[src/dbf_pkg.sv]
// dbf_pkg: shared types and constants for the distance blend factor block.
// No dependencies; imported by dbf_div and distance_blend_factor.
package dbf_pkg;

  localparam int DBF_DIST_WIDTH = 24;
  localparam int DBF_FRAC_WIDTH = 16;
  localparam int INFL_W         = 16;
  localparam int CODE_W         = 8;
  localparam int CFG_ADDR_W     = 3;

  // register indexes of the configuration port
  localparam logic [CFG_ADDR_W-1:0] REG_REFERENCE = 3'd0;
  localparam logic [CFG_ADDR_W-1:0] REG_NEAR      = 3'd1;
  localparam logic [CFG_ADDR_W-1:0] REG_FAR       = 3'd2;
  localparam logic [CFG_ADDR_W-1:0] REG_OVERRIDE  = 3'd3;
  localparam logic [CFG_ADDR_W-1:0] REG_MESH      = 3'd4;

  typedef enum logic [1:0] {
    STATE_NONE   = 2'd0,
    STATE_NEAR   = 2'd1,
    STATE_FAR    = 2'd2,
    STATE_CUSTOM = 2'd3
  } dbf_state_t;

  // per-item data that rides along the divider
  typedef struct packed {
    logic signed [INFL_W-1:0] infl;
    dbf_state_t               state;
    logic                     ovr;
  } dbf_side_t;

endpackage

[src/dbf_div.sv]
// dbf_div: pipelined restoring divider, one quotient bit per stage.
// Depends on dbf_pkg for the sideband struct.
module dbf_div #(
  parameter int DW = 24,
  parameter int FW = 16
) (
  input  logic                clk,
  input  logic                rst_n,
  input  logic                en,
  input  logic                in_v,
  input  logic [DW-1:0]       in_num,
  input  logic [DW-1:0]       in_den,
  input  dbf_pkg::dbf_side_t  in_side,
  output logic                out_v,
  output logic [FW:0]         out_q,
  output dbf_pkg::dbf_side_t  out_side
);
  import dbf_pkg::*;

  localparam int NST = FW + 1;

  // numerator never exceeds the denominator, so the quotient fits FW+1 bits
  logic [NST-1:0]  v_r;
  logic [DW:0]     rem_r  [NST];
  logic [DW-1:0]   den_r  [NST];
  logic [FW:0]     q_r    [NST];
  dbf_side_t       side_r [NST];

  for (genvar k = 0; k < NST; k++) begin : g_stage
    logic [DW:0]   rin;
    logic [DW-1:0] dn;
    logic [FW:0]   qin;
    dbf_side_t     sin;
    logic          vin;
    logic [DW:0]   diff;
    logic          ge;
    logic [DW:0]   rem_nxt;
    logic [FW:0]   q_nxt;

    if (k == 0) begin : g_first
      assign rin = {1'b0, in_num};
      assign dn  = in_den;
      assign qin = '0;
      assign sin = in_side;
      assign vin = in_v;
    end else begin : g_rest
      assign rin = {rem_r[k-1][DW-1:0], 1'b0};
      assign dn  = den_r[k-1];
      assign qin = q_r[k-1];
      assign sin = side_r[k-1];
      assign vin = v_r[k-1];
    end

    always_comb begin
      diff    = rin - {1'b0, dn};
      ge      = rin >= {1'b0, dn};
      rem_nxt = ge ? diff : rin;
      q_nxt   = qin;
      q_nxt[FW-k] = ge;
    end

    always_ff @(posedge clk) begin
      if (!rst_n) begin
        v_r[k] <= 1'b0;
      end else if (en) begin
        v_r[k] <= vin;
      end
    end

    always_ff @(posedge clk) begin
      if (en) begin
        rem_r[k]  <= rem_nxt;
        den_r[k]  <= dn;
        q_r[k]    <= q_nxt;
        side_r[k] <= sin;
      end
    end
  end

  assign out_v    = v_r[NST-1];
  assign out_q    = q_r[NST-1];
  assign out_side = side_r[NST-1];

endmodule

[config.mk]
export PLATFORM = sky130hd
export DESIGN_NAME = dbf_div
export DESIGN_NICKNAME = d
export VERILOG_FILES = /design/src/dbf_pkg.sv /design/src/dbf_div.sv
export SDC_FILE = /design/constraint.sdc
export NUM_CORES = 2
export LEC_CHECK = 0
export BUFFER_PORTS_ARGS = -buffer_cell sky130_fd_sc_hd__buf_2
export CORE_UTILIZATION = 50
export DETAILED_ROUTE_END_ITERATION = 12
export PLACE_DENSITY = 0.68
export SYNTH_ARGS = -nofsm -noshare
export SYNTH_HDL_FRONTEND = slang
export SYNTH_SLANG_ARGS = --single-unit
[constraint.sdc]
create_clock -name clk -period 3.5 [get_ports clk]
set_input_delay 0.175 -clock clk [delete_from_list [all_inputs] [get_ports clk]]
set_output_delay 0.175 -clock clk [all_outputs]
set_load 0.01 [all_outputs]
### After elaboration in Yosys (flattened, before gate mapping)

Memory sizes are Yosys's and may differ from the RTL's.
Index checks and enable logic that the tools add are counted.

| storage, ports and cells | value |
|---|---|
| bits in writable memories | 1445 |
| register bits | 17 |
| memories | 4 |

Memory list:

| name | words | bits a word | read ports | clocked after Yosys merged registers in | write ports | RTL line | RTL |
|---|---|---|---|---|---|---|---|
| rem_r | 17 | 25 | 16 | 0 | 17 | dbf_div.sv:24 | `logic [DW:0] rem_r [NST];` |
| den_r | 17 | 24 | 16 | 0 | 17 | dbf_div.sv:25 | `logic [DW-1:0] den_r [NST];` |
| side_r | 17 | 19 | 17 | 0 | 17 | dbf_div.sv:27 | `dbf_side_t side_r [NST];` |
| q_r | 17 | 17 | 17 | 0 | 17 | dbf_div.sv:26 | `logic [FW:0] q_r [NST];` |

| cells by class | value |
|---|---|
| add/sub/neg operators | 17 |
| $lt $le $gt $ge | 17 |
| mux-type cells | 19 |

Operator list:

| kind | count |
|---|---|
| two-way mux 25 bit | 17 |
| >= comparator 25 x 24 -> 1 bit | 16 |
| subtractor 25 x 24 -> 25 bit | 16 |
| subtractor 24 x 24 -> 25 bit | 1 |
| >= comparator 24 bit | 1 |
| two-way mux 1 bit | 2 |

### Depth between registers and ports, before layout

An unclocked memory read counts as a cell.

| depth | value |
|---|---|
| word-level depth | 3 |
| mapped depth | 15 |
| mapped depth without buffers | 12 |

### Worst setup path before layout

No wires, ideal clock.

| timing | value |
|---|---|
| path kind | register to register |
| start point | memory den_r[14][1] (netlist: den_r[0][337]) |
| end point | memory rem_r[0][382] (netlist name), data pin |
| arrival | 3.088 ns |
| path buffers | 1 |
| setup time | 0.260 ns |
| stages on the path, launching flop included | 13 |
| setup slack | 0.152 ns |
| required time | 3.240 ns |
| path through | edfxtp_1 -> inv_1 -> ha_1 -> nor2b_1 -> o31a_1 -> o21ai_2 -> o211ai_2 -> a21oi_2 -> a31oi_1 -> or4_4 -> a211oi_4 -> buf_6 -> mux2_4 |

RTL lines:

| element | RTL line |
|---|---|
| start: declaration | dbf_div.sv:25 |
| end: declaration | dbf_div.sv:24 |

==> summary.txt <==
Yosys
  – Ys flop type: edfxtp_1
  – Number of synthesized flops with an enable pin: approximately 1200
  – Asr flop ratio synth: 0
  – Post-synth top area cell: edfxtp_1
  – Synth Net Count: 5520
  – Post-synthesis cell type count: between 90 and 100
  – Synthesized area per cell: approximately 13 um2
  – Synth top cells by count: edfxtp_1 (1244), inv_1 (515), ha_1 (407), a21oi_1 (318)
  – Count leader, synth: edfxtp_1
  – Top post-synthesis cells by area: edfxtp_1 (59%), ha_1 (8.1%), mux2_2 (3.3%), inv_1 (3.1%), xnor2_1 (2.7%)
  – Post-Synthesis Cells: 5026
  – Mapped cell area: 0.0633 mm2
  – Synth Warn #: 0
  – Top-area cell type share of the netlist area: 0.591
  – Register area share after synthesis: 0.596
  – #FFs+latches synth: 1261

Timing
  – Max-slew violations: 0
  – Final min period: around 3.5 ns
  – Fin crit share: 0.986
  – Final Hold Viols: 0
  – Setup_tns: 0 ns
  – Slew @ Worst Pin: 0.693 ns
  – Maximum clock frequency: 290 MHz
  – Clock Skews: 0.0294 ns
  – Finish-stage setup viols: 0
  – Slew headroom: 0.538

Routing
  – DRC viols: 0
  – Vias: between 30000 and 40000
  – First-pass DRT Iterations: 6
  – Routed len/inst: approximately 17 um
  – Antenna viol nets, final: 0
  – Vias per std cell: 5.44
  – Initial drt markers: 2342
  – WL final: 124000 um

Layout
  – Fraction of layout cells with a size suffix above 1: 0.141
  – Finished Cell Area: ~0.073 mm2
  – Post-layout util: 0.580
  – Ant diodes: 0
  – Synth-to-Final Area Change: 15.2%
  – Final nets: 5956

Power and ir drop
  – Pint: 42200 uW
  – Psw: 21500 uW
  – Clock group share of total power: 0.224
  – Net Sw Frac: 0.338
  – Max IR drop VDD: 678 uV
  – Leak pwr: just under 0.03 uW
  – Flop pwr share: 0.359
  – Cell Pwr Density: about 870 mW/mm2
  – Comb power frac: 0.417

Floorplanning
  – DIE AREA: 0.128 mm2
  – Initial core utilization: 0.504
  – Core region area: 0.126 mm2
  – Row cnt: 130
  – Chip Height: 358 um
  – Top Ports: 108
  – Width of the die: 358 um

Critical path
  – Crit. Startpoint: rem_r[0][205]
  – Slowest stage cell, crit path: o41a_1
  – R2R setup slack: 0.05 ns
  – Kind of end point of the critical path: flop
  – CP Max Fanout: 4
  – Worst EP arrival: 3.96 ns
  – Req. time, crit path: 4.01 ns
  – Reg2reg start: rem_r[0][205]
  – Crit path kind: reg2reg
  – Max stage delay on crit path: 0.43 ns
  – Reg-to-Reg End: rem_r[0][245]
  – Setup crit start kind: flop
  – Critical-path cell list: ha_1 -> a21o_1 -> or2_4 -> o311ai_4 -> a31oi_4 -> a41o_1 -> o41a_1 -> a211oi_4 -> buf_4 -> buf_6 -> inv_2 -> mux2_1
  – Cells on worst reg2reg path: 12

Clock tree
  – H-tree level count: 4
  – TritonCTS clock tree: yes
  – Clk sink count: 1261
  – Clock latency on the worst-skew pair: between 0.7 and 0.8 ns
  – CTS Buf Count: about 140
  – Clock tree buffer depth: 3
  – Root Driver: clkbuf_16
  – Clock-pin slew on the worst setup and hold paths: 0.06 ns

GRT
  – First-pass GRT wire length: roughly 200000 um
  – Total track usage: 0.194
  – Largest net degree at the start of global routing: 118
  – Vias in the first global route: slightly below 40000
  – Initial antenna violation count: 0
  – Total gr overflow: 0

Placed design
  – IO Port Bufs: 107
  – Final HPWL DP: 90700 um
  – Area post-placement: just under 0.07 mm2
  – GPL Wtd Cong: 0.976

Worst hold path
  – Hold Crit Endpoint: side_r[0][7]
  – Hold Path Cell Cnt: 2
  – Min-Delay Startpoint: in_side[7]
  – Worst Hold Class: in2reg

Job
  – Max-cap violations: 0

Run status
  – Status: finished, final reports clean
-- timing repair --
action | 4_1_cts | 5_1_grt
gates resized for setup | 10 | 31
hold buffers | 71 | 0
setup endpoints to repair | 66 | 82
pin swaps | 9 | 16
buffers inserted | 8 | 10
hold endpoints to repair | 187 | 0
gates cloned | 1 | 3
-- worst max-delay path: cells and delay by family, from the launching register on --
family | cells | cell delay, ns
AO/OA/AOI/OAI | 6 | 1.67
flip-flops | 1 | 0.39
adder cells (fa/ha/maj) | 1 | 0.32
buffers and inverters | 3 | 0.30
multiplexers | 1 | 0.29
AND/OR/NAND/NOR | 1 | 0.24
-- flip-flops by register name, indices dropped and copies added (netlist names) --
name and cells:
g_stage.vin 16, rem_r 384, den_r 384, out_v 1
q_r 153, side_r 323
-- per-layer routing --
layer,GRT usage,vias to the layer above,wire length (um)
met4,0.106,0,6330
met5,0,-,0
met1,0.200,18700,47200
met3,0.0307,332,4080
li1,-,19500,-
met2,0.370,809,66500
-- worst max path at each step --
stage	depth (start not counted)	to	slack, ns
after floorplan	12	rem_r[0][382]	0.15
after global placement	11	rem_r[0][377]	-0.17
after detailed placement	11	rem_r[0][378]	-0.24
after CTS	13	rem_r[0][378]	0.0004
after global routing	12	rem_r[0][245]	-0.02
final	12	rem_r[0][245]	0.05
-- area by class of cell --
class,count,area (um2)
fill,10000,52700
tap,1650,2060
multi-input combinational,3152,23400
timing repair buffer,390,3290
clock buffer,162,3610
sequential,1261,37700
clock inverter,83,875
inverter,518,1940
-- cells by family after synthesis --
| group | synth area share |
|---|---|
| fa+ha+maj | 0.0856 |
| simple gates | 0.0794 |
| xor+xnor | 0.0411 |
| mux | 0.0421 |
| compound gates | 0.119 |
| flops | 0.596 |
| buf+inv | 0.0372 |
-- placed cells by master, fill, tap and decap left out, types with 174 or more instances in the layout --
master,instances
o21ai_0,276
xnor2_1,195
ha_1,401
buf_4,174
nor2_1,252
a21oi_1,313
edfxtp_1,1244
nand2_1,278
mux2_2,179
inv_1,514
-- power groups by stage --
stage / clock, uW / combinational [uW] / sequential [uW]
finish: 14200 / 26500 / 22900
detailed placement: 0 / 25600 / 23200
global placement: 0 / 25100 / 23100
CTS: 14700 / 26100 / 22900
floorplan: 0 / 19000 / 22400
global route: 15200 / 29300 / 23200
-- per-stage QoR --
step / hold slack [ns] / setup slack (ns) / power [uW] / std cells
2_1_floorplan: 0.274 / 0.152 / 41400 / 5026
3_3_place_gp: 0.352 / -0.174 / 48200 / 6880
3_5_place_dp: 0.353 / -0.237 / 48700 / 6880
4_1_cts: 0.0413 / 0.000433 / 63600 / 7205
5_1_grt: 0.0760 / -0.0171 / 67700 / 7216
6_report: 0.127 / 0.0476 / 63600 / 7216
(Power assumes the default switching activity.)
